## src/sv/vdu_pkg.sv

```systemverilog
// ----------------------------------------------------------------------------
// vdu_pkg
// shared types and constants of the vector distance unit
// ----------------------------------------------------------------------------
package vdu_pkg;

  localparam int DIST_WIDTH = 32;
  localparam int WIDE_WIDTH = 64;

  typedef enum logic {
    METRIC_EUCLIDEAN = 1'b0,
    METRIC_MANHATTAN = 1'b1
  } metric_t;

  // back end to root unit
  typedef struct packed {
    logic start;
    logic ack;
  } sqrt_ctl_t;

  // root unit to back end
  typedef struct packed {
    logic busy;
    logic done;
  } sqrt_sts_t;

endpackage

```

## src/sv/vdu_if.sv

```systemverilog
// ----------------------------------------------------------------------------
// vdu interfaces
// valid/ready channels for coordinate items, results and the mode register
// ----------------------------------------------------------------------------
interface vdu_in_if #(
  parameter int COORD_WIDTH = 16
);
  logic                          valid;
  logic                          ready;
  logic signed [COORD_WIDTH-1:0] coord_a;
  logic signed [COORD_WIDTH-1:0] coord_b;
  logic                          last_dim;

  modport source(output valid, output coord_a, output coord_b, output last_dim,
                 input ready);
  modport sink(input valid, input coord_a, input coord_b, input last_dim,
               output ready);
endinterface

interface vdu_out_if;
  import vdu_pkg::*;
  logic                  valid;
  logic                  ready;
  logic [DIST_WIDTH-1:0] distance;
  logic                  saturated;

  modport source(output valid, output distance, output saturated, input ready);
  modport sink(input valid, input distance, input saturated, output ready);
endinterface

interface vdu_cfg_if;
  logic valid;
  logic ready;
  logic metric_mode;

  modport source(output valid, output metric_mode, input ready);
  modport sink(input valid, input metric_mode, output ready);
endinterface

```

## src/sv/vector_distance_unit_core.sv

```systemverilog
// result path: a manhattan result passes the queue, the term register and the output
// register; a euclidean result also passes the root unit before the output register
// throughput: one item per cycle while the queue is not full; a euclidean last item holds
// the root unit until its root moves to the output register, and the next last item waits
// for it behind a 4-entry queue; reset: synchronous active-low rst_n clears the sum,
// overflow flag, queue, root unit and output valid and holds both ready low; metric_mode resets to euclidean
// ----------------------------------------------------------------------------
// vector_distance_unit_core
// streaming euclidean / manhattan distance between two fixed-point points
// ----------------------------------------------------------------------------
module vector_distance_unit_core #(
  parameter int COORD_WIDTH = 16,
  parameter int SUM_WIDTH   = 48
) (
  input  logic      clk,
  input  logic      rst_n,
  vdu_in_if.sink    in_ch,
  vdu_out_if.source out_ch,
  vdu_cfg_if.sink   cfg_ch
);
  import vdu_pkg::*;

  localparam int QW    = COORD_WIDTH + 4;
  localparam int QDEPTH = 4;

  metric_t       mode_r;
  logic          q_full;
  logic          q_empty;
  logic          q_push;
  logic          q_pop;
  logic [QW-1:0] q_wdata;
  logic [QW-1:0] q_rdata;
  logic          in_hold;

  // no transaction is taken while in reset
  assign cfg_ch.ready = rst_n;
  assign in_hold      = q_full || !rst_n;

  always_ff @(posedge clk) begin
    if (!rst_n) begin
      mode_r <= METRIC_EUCLIDEAN;
    end else if (cfg_ch.valid) begin
      mode_r <= metric_t'(cfg_ch.metric_mode);
    end
  end

  vdu_front #(
    .COORD_WIDTH(COORD_WIDTH)
  ) u_front (
    .in_ch (in_ch),
    .mode  (mode_r),
    .q_full(in_hold),
    .q_push(q_push),
    .q_data(q_wdata)
  );

  vdu_fifo #(
    .WIDTH(QW),
    .DEPTH(QDEPTH)
  ) u_fifo (
    .clk      (clk),
    .rst_n    (rst_n),
    .push     (q_push),
    .push_data(q_wdata),
    .pop      (q_pop),
    .pop_data (q_rdata),
    .full     (q_full),
    .empty    (q_empty)
  );

  vdu_back #(
    .COORD_WIDTH(COORD_WIDTH),
    .SUM_WIDTH  (SUM_WIDTH)
  ) u_back (
    .clk    (clk),
    .rst_n  (rst_n),
    .q_data (q_rdata),
    .q_empty(q_empty),
    .q_pop  (q_pop),
    .out_ch (out_ch)
  );

endmodule

```

## src/sv/vdu_front.sv

```systemverilog
// ----------------------------------------------------------------------------
// vdu_front
// accepts coordinate pairs, forms |a-b| and tags each with mode and last flag
// ----------------------------------------------------------------------------
module vdu_front #(
  parameter int COORD_WIDTH = 16
) (
  vdu_in_if.sink                   in_ch,
  input  vdu_pkg::metric_t         mode,
  input  logic                     q_full,
  output logic                     q_push,
  output logic [COORD_WIDTH+3:0]   q_data
);
  import vdu_pkg::*;

  localparam int MW = COORD_WIDTH + 1;

  logic signed [MW-1:0] diff;
  logic        [MW-1:0] mag;
  logic                 too_big;

  assign diff = MW'(in_ch.coord_a) - MW'(in_ch.coord_b);
  assign mag  = diff[MW-1] ? MW'(-diff) : MW'(diff);

  // a magnitude past 32 bits cannot be squared into the sum
  assign too_big = (mode == METRIC_EUCLIDEAN) && ((mag >> DIST_WIDTH) != '0);

  assign in_ch.ready = !q_full;
  assign q_push      = in_ch.valid && !q_full;
  assign q_data      = {mode == METRIC_MANHATTAN, in_ch.last_dim, too_big, mag};

endmodule

```

## src/sv/vdu_fifo.sv

```systemverilog
// ----------------------------------------------------------------------------
// vdu_fifo
// short register queue between front and back end
// ----------------------------------------------------------------------------
module vdu_fifo #(
  parameter int WIDTH = 20,
  parameter int DEPTH = 4
) (
  input  logic             clk,
  input  logic             rst_n,
  input  logic             push,
  input  logic [WIDTH-1:0] push_data,
  input  logic             pop,
  output logic [WIDTH-1:0] pop_data,
  output logic             full,
  output logic             empty
);
  localparam int PW = $clog2(DEPTH);

  logic [WIDTH-1:0] mem_r [DEPTH];
  logic [PW-1:0]    wr_ptr_r;
  logic [PW-1:0]    rd_ptr_r;
  logic [PW:0]      count_r;
  logic [PW:0]      count_nxt;

  assign full     = (count_r == (PW+1)'(DEPTH));
  assign empty    = (count_r == '0);
  assign pop_data = mem_r[rd_ptr_r];

  always_comb begin
    count_nxt = count_r;
    if (push && !pop) begin
      count_nxt = count_r + 1'b1;
    end else if (pop && !push) begin
      count_nxt = count_r - 1'b1;
    end
  end

  always_ff @(posedge clk) begin
    if (!rst_n) begin
      wr_ptr_r <= '0;
      rd_ptr_r <= '0;
      count_r  <= '0;
    end else begin
      count_r <= count_nxt;
      if (push) begin
        wr_ptr_r <= (wr_ptr_r == PW'(DEPTH - 1)) ? '0 : wr_ptr_r + 1'b1;
      end
      if (pop) begin
        rd_ptr_r <= (rd_ptr_r == PW'(DEPTH - 1)) ? '0 : rd_ptr_r + 1'b1;
      end
    end
  end

  always_ff @(posedge clk) begin
    if (push) begin
      mem_r[wr_ptr_r] <= push_data;
    end
  end

endmodule

```

## src/sv/vdu_isqrt.sv

```systemverilog
// ----------------------------------------------------------------------------
// vdu_isqrt
// floor square root, one result bit per cycle
// ----------------------------------------------------------------------------
module vdu_isqrt #(
  parameter int SUM_WIDTH = 48
) (
  input  logic                       clk,
  input  logic                       rst_n,
  input  vdu_pkg::sqrt_ctl_t         ctl,
  input  logic [SUM_WIDTH-1:0]       operand,
  output vdu_pkg::sqrt_sts_t         sts,
  output logic [(SUM_WIDTH+1)/2-1:0] root
);
  import vdu_pkg::*;

  localparam int RW = (SUM_WIDTH + 1) / 2;
  localparam int CW = $clog2(RW + 1);

  typedef enum logic [1:0] {
    S_IDLE,
    S_RUN,
    S_DONE
  } state_t;

  state_t          state_r;
  logic [2*RW-1:0] x_r;
  logic [RW:0]     rem_r;
  logic [RW-1:0]   root_r;
  logic [CW-1:0]   cnt_r;

  logic [RW+2:0]   rem_sh;
  logic [RW+2:0]   trial;
  logic [RW+2:0]   rem_dif;
  logic            take;

  assign rem_sh  = {rem_r, x_r[2*RW-1 -: 2]};
  assign trial   = {1'b0, root_r, 2'b01};
  assign rem_dif = rem_sh - trial;
  assign take    = (rem_sh >= trial);

  assign sts.busy = (state_r == S_RUN);
  assign sts.done = (state_r == S_DONE);
  assign root     = root_r;

  always_ff @(posedge clk) begin
    if (!rst_n) begin
      state_r <= S_IDLE;
    end else begin
      unique case (state_r)
        S_IDLE: begin
          if (ctl.start) begin
            x_r     <= (2*RW)'(operand);
            rem_r   <= '0;
            root_r  <= '0;
            cnt_r   <= CW'(RW);
            state_r <= S_RUN;
          end
        end
        S_RUN: begin
          rem_r  <= take ? rem_dif[RW:0] : rem_sh[RW:0];
          root_r <= {root_r[RW-2:0], take};
          x_r    <= {x_r[2*RW-3:0], 2'b00};
          cnt_r  <= cnt_r - 1'b1;
          if (cnt_r == CW'(1)) begin
            state_r <= S_DONE;
          end
        end
        S_DONE: begin
          if (ctl.ack) begin
            state_r <= S_IDLE;
          end
        end
        default: state_r <= S_IDLE;
      endcase
    end
  end

endmodule

```

## src/sv/vdu_back.sv

```systemverilog
// ----------------------------------------------------------------------------
// vdu_back
// squares or passes terms, keeps the saturating sum, forms the result
// ----------------------------------------------------------------------------
module vdu_back #(
  parameter int COORD_WIDTH = 16,
  parameter int SUM_WIDTH   = 48
) (
  input  logic                   clk,
  input  logic                   rst_n,
  input  logic [COORD_WIDTH+3:0] q_data,
  input  logic                   q_empty,
  output logic                   q_pop,
  vdu_out_if.source              out_ch
);
  import vdu_pkg::*;

  localparam int MW = COORD_WIDTH + 1;
  localparam int TW = 2 * MW;
  localparam int AW = ((TW > SUM_WIDTH) ? TW : SUM_WIDTH) + 1;
  localparam int RW = (SUM_WIDTH + 1) / 2;

  // queue entry fields
  logic [MW-1:0] e_mag;
  logic          e_big;
  logic          e_last;
  logic          e_manh;
  assign {e_manh, e_last, e_big, e_mag} = q_data;

  // term stage
  logic          a_valid_r;
  logic [TW-1:0] a_term_r;
  logic          a_big_r;
  logic          a_last_r;
  logic          a_manh_r;
  logic [TW-1:0] sq;
  logic [TW-1:0] a_term_nxt;

  // accumulate stage
  logic [SUM_WIDTH-1:0] sum_r;
  logic                 ovf_r;
  logic                 sat_pend_r;
  logic [AW-1:0]        add;
  logic                 over;
  logic [SUM_WIDTH-1:0] sum_nxt;
  logic                 ovf_nxt;
  logic [WIDE_WIDTH-1:0] sum_wide;
  logic                 clamp;

  // output register
  logic                  out_valid_r;
  logic [DIST_WIDTH-1:0] out_dist_r;
  logic                  out_sat_r;
  logic                  out_free;

  sqrt_ctl_t     sq_ctl;
  sqrt_sts_t     sq_sts;
  logic [RW-1:0] sq_root;
  logic          sq_active;

  logic b_take;
  logic a_adv;
  logic emit_manh;

  assign sq         = e_mag * e_mag;
  assign a_term_nxt = e_manh ? TW'(e_mag) : sq;

  assign add     = AW'(sum_r) + AW'(a_term_r);
  assign over    = a_big_r || (add[AW-1:SUM_WIDTH] != '0);
  assign sum_nxt = over ? {SUM_WIDTH{1'b1}} : add[SUM_WIDTH-1:0];
  assign ovf_nxt = ovf_r || over;

  assign sum_wide = WIDE_WIDTH'(sum_nxt);
  assign clamp    = (sum_wide[WIDE_WIDTH-1:DIST_WIDTH] != '0);

  assign out_free  = !out_valid_r || out_ch.ready;
  assign sq_active = sq_sts.busy || sq_sts.done;

  // a last item waits for the root unit, and a manhattan one for the output
  assign b_take    = a_valid_r && (!a_last_r ||
                     (!sq_active && (!a_manh_r || out_free)));
  assign emit_manh = b_take && a_last_r && a_manh_r;
  assign a_adv     = !a_valid_r || b_take;
  assign q_pop     = a_adv && !q_empty;

  assign sq_ctl.start = b_take && a_last_r && !a_manh_r;
  assign sq_ctl.ack   = sq_sts.done && out_free;

  vdu_isqrt #(
    .SUM_WIDTH(SUM_WIDTH)
  ) u_isqrt (
    .clk    (clk),
    .rst_n  (rst_n),
    .ctl    (sq_ctl),
    .operand(sum_nxt),
    .sts    (sq_sts),
    .root   (sq_root)
  );

  always_ff @(posedge clk) begin
    if (!rst_n) begin
      a_valid_r   <= 1'b0;
      sum_r       <= '0;
      ovf_r       <= 1'b0;
      out_valid_r <= 1'b0;
    end else begin
      if (a_adv) begin
        a_valid_r <= !q_empty;
      end
      if (b_take) begin
        if (a_last_r) begin
          sum_r <= '0;
          ovf_r <= 1'b0;
        end else begin
          sum_r <= sum_nxt;
          ovf_r <= ovf_nxt;
        end
      end
      if (emit_manh || sq_ctl.ack) begin
        out_valid_r <= 1'b1;
      end else if (out_ch.ready) begin
        out_valid_r <= 1'b0;
      end
    end
  end

  always_ff @(posedge clk) begin
    if (q_pop) begin
      a_term_r <= a_term_nxt;
      a_big_r  <= e_big;
      a_last_r <= e_last;
      a_manh_r <= e_manh;
    end
    if (sq_ctl.start) begin
      sat_pend_r <= ovf_nxt;
    end
    if (emit_manh) begin
      out_dist_r <= clamp ? '1 : sum_wide[DIST_WIDTH-1:0];
      out_sat_r  <= ovf_nxt || clamp;
    end else if (sq_ctl.ack) begin
      out_dist_r <= DIST_WIDTH'(sq_root);
      out_sat_r  <= sat_pend_r;
    end
  end

  assign out_ch.valid     = out_valid_r;
  assign out_ch.distance  = out_dist_r;
  assign out_ch.saturated = out_sat_r;

endmodule

```

## src/flat_wrapper.sv

```systemverilog
// flat-port wrapper written by rule: the top's interface ports become plain ports
module vector_distance_unit_core_flat import vdu_pkg::*;
#(
  parameter int COORD_WIDTH = 16,
  parameter int SUM_WIDTH   = 48
)
  (clk, rst_n, in_ch_valid, in_ch_coord_a, in_ch_coord_b, in_ch_last_dim, in_ch_ready, out_ch_valid, out_ch_distance, out_ch_saturated, out_ch_ready, cfg_ch_valid, cfg_ch_metric_mode, cfg_ch_ready);
  vdu_in_if #(.COORD_WIDTH(COORD_WIDTH)) in_ch_i ();
  vdu_out_if out_ch_i ();
  vdu_cfg_if cfg_ch_i ();
  input  logic clk;
  input  logic rst_n;
  input wire logic [$bits(in_ch_i.valid)-1:0] in_ch_valid;
  input wire logic [$bits(in_ch_i.coord_a)-1:0] in_ch_coord_a;
  input wire logic [$bits(in_ch_i.coord_b)-1:0] in_ch_coord_b;
  input wire logic [$bits(in_ch_i.last_dim)-1:0] in_ch_last_dim;
  output wire logic [$bits(in_ch_i.ready)-1:0] in_ch_ready;
  output wire logic [$bits(out_ch_i.valid)-1:0] out_ch_valid;
  output wire logic [$bits(out_ch_i.distance)-1:0] out_ch_distance;
  output wire logic [$bits(out_ch_i.saturated)-1:0] out_ch_saturated;
  input wire logic [$bits(out_ch_i.ready)-1:0] out_ch_ready;
  input wire logic [$bits(cfg_ch_i.valid)-1:0] cfg_ch_valid;
  input wire logic [$bits(cfg_ch_i.metric_mode)-1:0] cfg_ch_metric_mode;
  output wire logic [$bits(cfg_ch_i.ready)-1:0] cfg_ch_ready;
  assign in_ch_i.valid = in_ch_valid;
  assign in_ch_i.coord_a = in_ch_coord_a;
  assign in_ch_i.coord_b = in_ch_coord_b;
  assign in_ch_i.last_dim = in_ch_last_dim;
  assign in_ch_ready = in_ch_i.ready;
  assign out_ch_valid = out_ch_i.valid;
  assign out_ch_distance = out_ch_i.distance;
  assign out_ch_saturated = out_ch_i.saturated;
  assign out_ch_i.ready = out_ch_ready;
  assign cfg_ch_i.valid = cfg_ch_valid;
  assign cfg_ch_i.metric_mode = cfg_ch_metric_mode;
  assign cfg_ch_ready = cfg_ch_i.ready;
  vector_distance_unit_core #(.COORD_WIDTH(COORD_WIDTH), .SUM_WIDTH(SUM_WIDTH)) u_core (.clk(clk), .rst_n(rst_n), .in_ch(in_ch_i), .out_ch(out_ch_i), .cfg_ch(cfg_ch_i));
endmodule
```

## config.mk

```make
export PLATFORM = sky130hd
export DESIGN_NAME = vector_distance_unit_core_flat
export DESIGN_NICKNAME = d
export VERILOG_FILES = /design/src/sv/vdu_pkg.sv /design/src/sv/vdu_if.sv /design/src/sv/vector_distance_unit_core.sv /design/src/sv/vdu_front.sv /design/src/sv/vdu_fifo.sv /design/src/sv/vdu_isqrt.sv /design/src/sv/vdu_back.sv /design/src/flat_wrapper.sv
export SDC_FILE = /design/constraint.sdc
export NUM_CORES = 1
export LEC_CHECK = 0
export BUFFER_PORTS_ARGS = -buffer_cell sky130_fd_sc_hd__buf_2
export CORE_MARGIN = 4
export CORE_UTILIZATION = 45
export DETAILED_ROUTE_END_ITERATION = 16
export GPL_ROUTABILITY_DRIVEN = 1
export SLEW_MARGIN = 25
export SYNTH_ARGS = -nofsm -noshare
export SYNTH_HDL_FRONTEND = slang
export SYNTH_SLANG_ARGS = --single-unit
```

## constraint.sdc

```tcl
create_clock -name clk -period 17.7 [get_ports clk]
set_clock_uncertainty 0.2 [all_clocks]
set_input_delay 1.77 -clock clk [delete_from_list [all_inputs] [get_ports clk]]
set_output_delay 1.77 -clock clk [all_outputs]
set_load 0.02 [all_outputs]
```

# Word-level counts from Yosys, hierarchy flattened
# Memories as Yosys holds them, arrays and structs flattened. A register that Yosys moved wholly into a read port is not among the register bits.
# Index checks and enable logic that the tools add are counted.
[word_totals]
word_cells = 114
in_bits = 39
regBits = 234
memories = 1
mem_bits_rw = 76
[op_classes]
reduce_logical = 39
n_lt_le_gt_ge = 1
n_eq_ne = 9
multipliers = 1
add_sub_neg = 9
mux = 33
[memory_table]
columns = ["memory", "words", "width", "rd", "rd_clocked_by_memory_dff", "write_ports", "line_no", "rtl"]
rows = [
  ["u_core.u_fifo.mem_r", 4, 19, 1, 1, 1, "vdu_fifo.sv:20", "logic [WIDTH-1:0] mem_r [DEPTH];"],
]
[op_table]
columns = ["cell", "n"]
rows = [
  ["48-bit 2-to-1 mux", 3],
  ["32-bit 2-to-1 mux", 3],
  ["48-bit one-hot mux with 2 select lines", 1],
  ["25-bit 2-to-1 mux", 2],
  ["25-bit one-hot mux with 2 select lines", 1],
  ["48-bit by 34-bit adder with 49-bit output", 1],
  ["24-bit one-hot mux with 2 select lines", 1],
  ["17-bit by 17-bit multiplier with 34-bit output", 1],
  ["17-bit 2-to-1 mux", 2],
  ["32-bit nonzero test", 1],
  ["27-bit by 26-bit greater-or-equal comparator with 1-bit output", 1],
  ["25-bit subtractor", 1],
  ["24-bit 2-to-1 mux", 1],
  ["17-bit negator", 1],
  ["16-bit by 16-bit subtractor with 17-bit output", 1],
  ["2-bit 2-to-1 mux", 7],
  ["1-bit logical AND", 10],
  ["1-bit zero test", 10],
  ["1-bit logical OR", 10],
  ["5-bit one-hot mux with 2 select lines", 1],
  ["2-bit nonzero test", 4],
  ["1-bit 2-to-1 mux", 7],
  ["2-bit == test (second input constant)", 3],
  ["3-bit 2-to-1 mux", 2],
  ["other kinds (14)", 17],
]

# Depth between registers and ports, before layout
# Gate-level depths: netlist of the first run.
[depth]
word_depth = 11
mapped_depth = 33
depth_no_buf = 29

# Cells and area by module
# From an unflattened synthesis of the first run, not the netlist that was laid out.
[hier_totals]
hier_cells = 2729
area_unflattened_um2 = 26500.4
[modules_own_cells]
columns = ["mod", "n_inst", "area_per_inst_um2", "cells_per_inst"]
rows = [
  ["vdu_back", 1, 16080.4, 1812],
  ["vdu_isqrt", 1, 5779.3, 586],
  ["vdu_fifo", 1, 3343.2, 148],
  ["vdu_front", 1, 1247.4, 178],
  ["vector_distance_unit_core", 1, 50.0, 5],
]

# Worst setup path before layout of the first run
# No wires, ideal clock.
[synth_path]
kind = "input-to-reg"
start = "in out_ch_ready"
end = "reg u_core.u_back.u_isqrt.cnt_r[0] (enable)"
setup_time_ps = 576
path_buffers = 1
cell_stages = 9
arrival_time_ps = 7311
slack_ps = 9613
cell_sequence = "nor2b_1 and2_1 o21ai_0 and2_1 clkbuf_1 nand2_1 nor2_1 mux2i_1 nor2b_1"
[synth_lines]
columns = ["item", "line_no", "rtl"]
rows = [
  ["start, declared", "flat_wrapper.sv:21", "input wire logic [$bits(out_ch_i.ready)-1:0] out_ch_ready;"],
  ["end signal, assigned", "vdu_isqrt.sv:56", "cnt_r <= CW'(RW);"],
  ["end signal, assigned", "vdu_isqrt.sv:64", "cnt_r <= cnt_r - 1'b1;"],
  ["end, declared", "vdu_isqrt.sv:30", "logic [CW-1:0] cnt_r;"],
]

==> reports/metrics.yaml, run 1 <==
status: "completed"
fin_cells: 3401
syn-mean-instance-area_sq_um: 9.907
slew_headroom_pct: 33.30
max-clock-path-buffers: 3
clock_sinks: 311
track_usage_pct: 20.91
cap_violations: 0
worstPathArrival_ns: 8.60
synth_cell_types: 88
vias_per_cell: 5.464
holdCritPathClass: "reg -> reg"
hpwl_mm: 47.64
cts_made_buffers: 36
core-area_sq_um: 56500
first_iter_violations: 1047
antenna_found_initial: 1
synth-main-ff-cell: "edfxtp_1"
grt_pass1_wl_mm: 102.8
yosysSeqAreaShare_pct: 33.90
die_w_um: 246.9
rsz0062_at_grt: "false"
clk_latency_ns: 0.56
grt_max_degree: 68
route.vias.total: 18583
fin_crit_sh_pct: 48.09
setup_tns_ns: 0
worst-setup-path-type: "reg -> reg"
cp-start-kind: "flip-flop"
crit_fanout: 32
fin_nets: 3046
gp_congestion: 0.9299
ios: 75
grt_overflow_total: 0
io_buffers: 74
diodes: 0
hold_viol_final: 0
hold_buffers: 0
setup_viol: 0
dp_cells: 3336
area_growth_pct: 8.689
post_cts_resized: 0
drv_slew: 0
h-tree-depth: 2
max_freq_mhz: 117.5
cts_tree: "done"
synthesis.area_sq_um: 25690
grt_pass1_vias: 18940
endpoint_kind: "flip-flop"
wl_per_cell_um: 18.54
post_cts_buffers: 0
path_clk_slew_ns: 0.06
die_area_sq_um: 60970
dpl_cell_area_sq_um: 26770
max_slew.worst_pin.slew_ns: 1.001
root_buffer: "clkbuf_16"
fin_crit_ns: 8.512
num_rows: 87
drive_above_1_share_pct: 9.376
fin_area_sq_um: 27920
synth_cells: 2593
yosys_register_bits: 311
dr.pass1.iters: 7
yosysWarningCount: 0
synth_edf_count: 248
final_antenna_net_count: 0
cp_data_required_time_ns: 17.79
routed_wl_mm: 63.05
start_util_pct: 45.47
drc_errors: 0
async_flop_share_pct: 0
die_y_um: 246.9
syn-num-nets: 3021
==> kinds of logic after synthesis <==
kind of cell / after synthesis / synth area share, %
buf+inv: 482 / 7.209
mux: 99 / 4.413
compound gates: 458 / 12.26
flops: 311 / 33.90
simple gates: 723 / 13.08
fa+ha+maj: 389 / 24.65
xor+xnor: 131 / 4.496
==> critical path, cell delays in order (launching register included) <==
cell and delay (ns):
dfxtp_2 0.32, buf_4 0.42, mux2_2 0.39, o21ai_1 0.58, inv_1 0.51, and2_1 0.32
fa_1 0.50, inv_1 0.05, fa_1 0.46, fa_1 0.52, inv_1 0.05, fa_1 0.46
fa_1 0.54, inv_1 0.05, fa_1 0.53, inv_1 0.04, ha_1 0.31, o21a_1 0.13
nor2_1 0.05, a31oi_1 0.14, a21oi_1 0.12, o41ai_1 0.60, o221ai_1 0.29, o21ai_0 0.39
a21o_1 0.18, nand3_1 0.07
==> per-stage QoR <==
step	hold WS (ns)	setup slack (ns)	utilization, %
finish	0.2910	9.188	49.42
global route	0.3096	8.675	49.42
CTS	0.2889	9.198	49.42
detailed placement	0.2788	9.219	47.38
global placement	0.2581	9.325	47.33
floorplan	0.2447	9.613	-
==> sequential cells by signal, indices dropped and copies added, names as in the netlist, 2 cells and up, named ones only <==
register and flops:
u_core.u_fifo.mem_r 76, u_core.u_back.sum_r 48, u_core.u_back.u_isqrt.x_r 48, u_core.u_back.a_term_r 34, u_core.u_back.out_ch.distance 32, u_core.u_back.u_isqrt.rem_r 25, u_core.u_back.u_isqrt.root 24, u_core.u_back.u_isqrt.cnt_r 5
u_core.u_fifo.count_r 3, u_core.u_back.u_isqrt.state_r 2, u_core.u_fifo.rd_ptr_r 2, u_core.u_fifo.wr_ptr_r 2
==> area by class of cell <==
type	instances	area, sq um
Clock buffer	44	940.9
Sequential cell	311	8710
Clock inverter	21	210.2
Tap cell	756	945.9
Multi-Input combinational cell	1800	15160
Fill cell	5204	28570
Timing Repair Buffer	96	555.5
Inverter	373	1401
==> Yosys cell counts (4+ instances only) <==
cell type,count,area [sq um]
a211oi_1,6,45.04
fa_1,195,3904
o21ai_0,70,350.3
edfxtp_1,248,7447
nor2_1,207,777.0
and2_1,30,187.7
nor3b_1,4,30.03
o221a_2,7,78.83
a22oi_1,60,450.4
nand2_1,240,900.9
or2_2,9,56.30
nand3b_1,4,30.03
mux4_2,6,135.1
mux2_2,50,563.0
a21oi_1,93,465.5
nor3_1,27,135.1
a31oi_1,33,206.5
or3_1,9,56.30
o41ai_1,6,52.55
or4_1,4,30.03
o21a_1,26,195.2
o21bai_1,9,67.56
buf_1,6,22.52
xnor2_1,87,762.0
dfxtp_1,63,1261
clkbuf_1,85,319.1
xor2_1,43,376.6
ha_1,194,2427
nor4_1,29,181.4
nand3_1,54,270.3
inv_1,372,1396
mux2i_1,42,420.4
o211ai_1,8,60.06
nor2b_1,51,319.1
o31ai_1,7,52.55
nand2b_1,7,43.79
a21boi_0,6,45.04
nand4_1,12,75.07
buf_2,13,65.06
a211o_1,10,87.58
and3_1,25,156.4
o21ai_1,16,80.08
o31a_1,5,43.79
a21o_1,50,375.4
==> metal layers <==
layer | routed length, um | global-route usage [%] | vias to the layer above | share of wire [%]
li1 | - | - | 8919 | -
met1 | 28510 | 28.95 | 9111 | 45
met2 | 29780 | 34.84 | 449 | 47
met3 | 3131 | 2.700 | 104 | 5.0
met4 | 1633 | 5.506 | 0 | 2.6
met5 | 0 | 0 | - | 0
==> path summary, 6_finish.rpt <==
path | startpoint | end | slack [ns] | cells past startpoint
worst max-delay path | flip-flop | u_core.u_back.a_term_r[33]$_SDFFCE_PP0P_ | 9.19 | 25
worst min-delay path | u_core.u_back.sum_r[0]$_SDFFE_PN0P_ | u_core.u_back.sum_r[0]$_SDFFE_PN0P_ | 0.29 | 2
worst max register to register | flip-flop | u_core.u_back.a_term_r[33]$_SDFFCE_PP0P_ | 9.19 | 25
worst min register to register | u_core.u_back.sum_r[0]$_SDFFE_PN0P_ | u_core.u_back.sum_r[0]$_SDFFE_PN0P_ | 0.29 | 2
==> placed cells by master, fill, tap and decap left out, types with 69 or more instances in the layout <==
| cell type | instances |
|---|---|
| nor2_1 | 206 |
| nand2_1 | 239 |
| inv_1 | 372 |
| a21oi_1 | 93 |
| ha_1 | 194 |
| fa_1 | 195 |
| xnor2_1 | 87 |
| edfxtp_1 | 248 |
| buf_2 | 74 |
| o21ai_0 | 69 |
Power of run 1 is left out: the tool's default activity adds up to more than one toggle a clock period on the data nets, which glitch-free logic cannot reach.
==> run 2, diff against run 1 <==
--- a/config.mk
+++ b/config.mk
@@ -5,6 +5,7 @@
 export SDC_FILE = /design/constraint.sdc
 export NUM_CORES = 1
 export LEC_CHECK = 0
+export ABC_AREA = 1
 export BUFFER_PORTS_ARGS = -buffer_cell sky130_fd_sc_hd__buf_2
 export CORE_MARGIN = 4
 export CORE_UTILIZATION = 45
==> constraint.sdc (replaced) <==
create_clock -name clk -period 8.2 [get_ports clk]
set_clock_uncertainty 0.2 [all_clocks]
set_input_delay 0.82 -clock clk [delete_from_list [all_inputs] [get_ports clk]]
set_output_delay 0.82 -clock clk [all_outputs]
set_load 0.02 [all_outputs]
==> reports/metrics.yaml, run 2 <==
async_flop_share_pct: 0
max_freq_mhz: 133.2
holdWs_ns: 0.2549
fillers: 6005
post_cts_resized: 0
yosysWarningCount: 0
dpl_cell_area_sq_um: 28780
hpwl_mm: 54.94
drc_errors: 0
slew_headroom_pct: 35.75
crit_fanout: 22
num_rows: 90
fin_crit_ns: 7.507
max-clock-path-buffers: 3
first_iter_violations: 1283
fin_area_sq_um: 29900
ios: 75
largest_reg_flops: 76
clk_latency_ns: 0.57
core-area_sq_um: 60470
diodes: 0
track_usage_pct: 20.87
die_w_um: 255.4
grt_pass1_vias: 21063
route.met2.wl_mm: 32.20
post_cts_buffers: 0
start_util_pct: 45.53
cap_violations: 0
worstPathArrival_ns: 7.63
fin_crit_sh_pct: 91.55
route.vias.total: 21699
reg_top3: "u_core.u_fifo.mem_r (76), u_core.u_back.sum_r (48), u_core.u_back.u_isqrt.x_r (48)"
holdCritPathClass: "in -> reg"
cp_slowest_stage_delay_ns: 0.54
top_layer_used: "met5"
rsz0062_at_grt: "false"
synth_top_area_cell: "edfxtp_1"
grt_max_degree: 92
regMostFlops: "u_core.u_fifo.mem_r"
yosys_register_bits: 311
cp-start-kind: "flip-flop"
synth_common_cells: "nand2_1 (845), inv_1 (658), nor2_1 (313), edfxtp_1 (248), a21oi_1 (200)"
cts_tree: "done"
synthesis.area_sq_um: 27540
cpMaxStageDelayCell: "dfxtp_1"
synth_cell_types: 56
crit_top_cell: "fa_1"
clock_sinks: 311
synth_cells: 3432
die_y_um: 255.4
endpoint_kind: "flip-flop"
dr.pass1.iters: 6
syn-num-nets: 3860
die_area_sq_um: 65210
setup_viol: 0
fin_nets: 3927
wl_per_cell_um: 15.89
dr_wl_met3_mm: 3.011
setup_tns_ns: 0
hold_viol_final: 0
max_slew.worst_pin.slew_ns: 0.9638
dp_slack_ns: 0.6807
synth_top_area_share_pct: 27.05
worst-setup-path-type: "reg -> reg"
seq_area_sq_um: 8708
synthTopCellsByArea: "edfxtp_1 (27%), fa_1 (14%), nand2_1 (12%)"
drv_slew: 0
met1Wirelength_mm: 31.54
vias_per_cell: 5.037
final_cell_mix: "nand2_1 (845), inv_1 (657), nor2_1 (311)"
hold_buffers: 0
status: "completed"
setup_ws_ns: 0.6930
final_antenna_net_count: 0
cts_made_buffers: 36
h-tree-depth: 2
io_buffers: 74
routed_wl_mm: 68.46
grt_pass1_wl_mm: 111.6
synth-main-ff-cell: "edfxtp_1"
cp_data_required_time_ns: 8.32
synth_edf_count: 248
gp_congestion: 0.9469
path_clk_slew_ns: 0.06
multi_input_area_sq_um: 15770
synth_most_common_cell: "nand2_1"
yosysSeqAreaShare_pct: 31.63
grt_overflow_total: 0
drive_above_1_share_pct: 8.990
final_common_cell: "nand2_1"
area_growth_pct: 8.575
syn-mean-instance-area_sq_um: 8.023
antenna_found_initial: 1
root_buffer: "clkbuf_16"
-- run 2: metal layers --
| metal | vias to the layer above | track usage [%] |
|---|---|---|
| met5 | - | 0 |
| met4 | 2 | 5.408 |
| met3 | 100 | 2.812 |
| met2 | 436 | 34.94 |
| met1 | 10239 | 28.76 |
| li1 | 10922 | - |
-- run 2: layout make-up --
cell class	count	share of cell area, %
Clock inverter	15	0.4478
Multi-Input combinational cell	2335	52.75
Tap cell	782	3.273
Timing Repair Buffer	116	2.335
Sequential cell	311	29.13
Inverter	699	8.780
Clock buffer	50	3.290
-- run 2: per-stage QoR --
stage                     utilization [%]  std cells
after global placement              47.58       4243
final                               49.44       4308
after global routing                49.44       4308
after CTS                           49.44       4308
after floorplan                         -       3432
after detailed placement            47.59       4243
-- run 2: critical path, delay by kind of cell (launching register included) --
kind	cells	cell delay (ns)
buf+inv	7	1.12
compound gates	5	1.40
fa+ha+maj	7	3.27
flops	1	0.54
simple gates	6	0.73
-- run 2: cells by family (layout without fill, tap and decap cells) --
logic type / count (synthesis) / after routing / share of synthesized area [%]
flip-flops: 311 / 311 / 31.63
AO/OA/AOI/OAI: 429 / 429 / 8.852
buffers and inverters: 786 / 880 / 11.21
XOR/XNOR: 92 / 92 / 2.926
AND/OR/NAND/NOR: 1425 / 1425 / 22.39
adder cells (fa/ha/maj): 389 / 389 / 22.99
-- run 2: worst paths after layout --
| path | from | to | slack (ns) | cells past startpoint |
|---|---|---|---|---|
| setup / recovery | flip-flop | u_core.u_back.a_term_r[29]$_SDFFCE_PP0P_ | 0.69 | 25 |
| hold / removal | cfg_ch_valid | u_core.mode_r$_SDFFE_PN0P_ | 0.25 | 2 |
| setup reg to reg | flip-flop | u_core.u_back.a_term_r[29]$_SDFFCE_PP0P_ | 0.69 | 25 |
| hold reg to reg | u_core.u_back.sum_r[27]$_SDFFE_PN0P_ | u_core.u_back.sum_r[27]$_SDFFE_PN0P_ | 0.27 | 2 |
Power of run 2 is left out for the same reason.
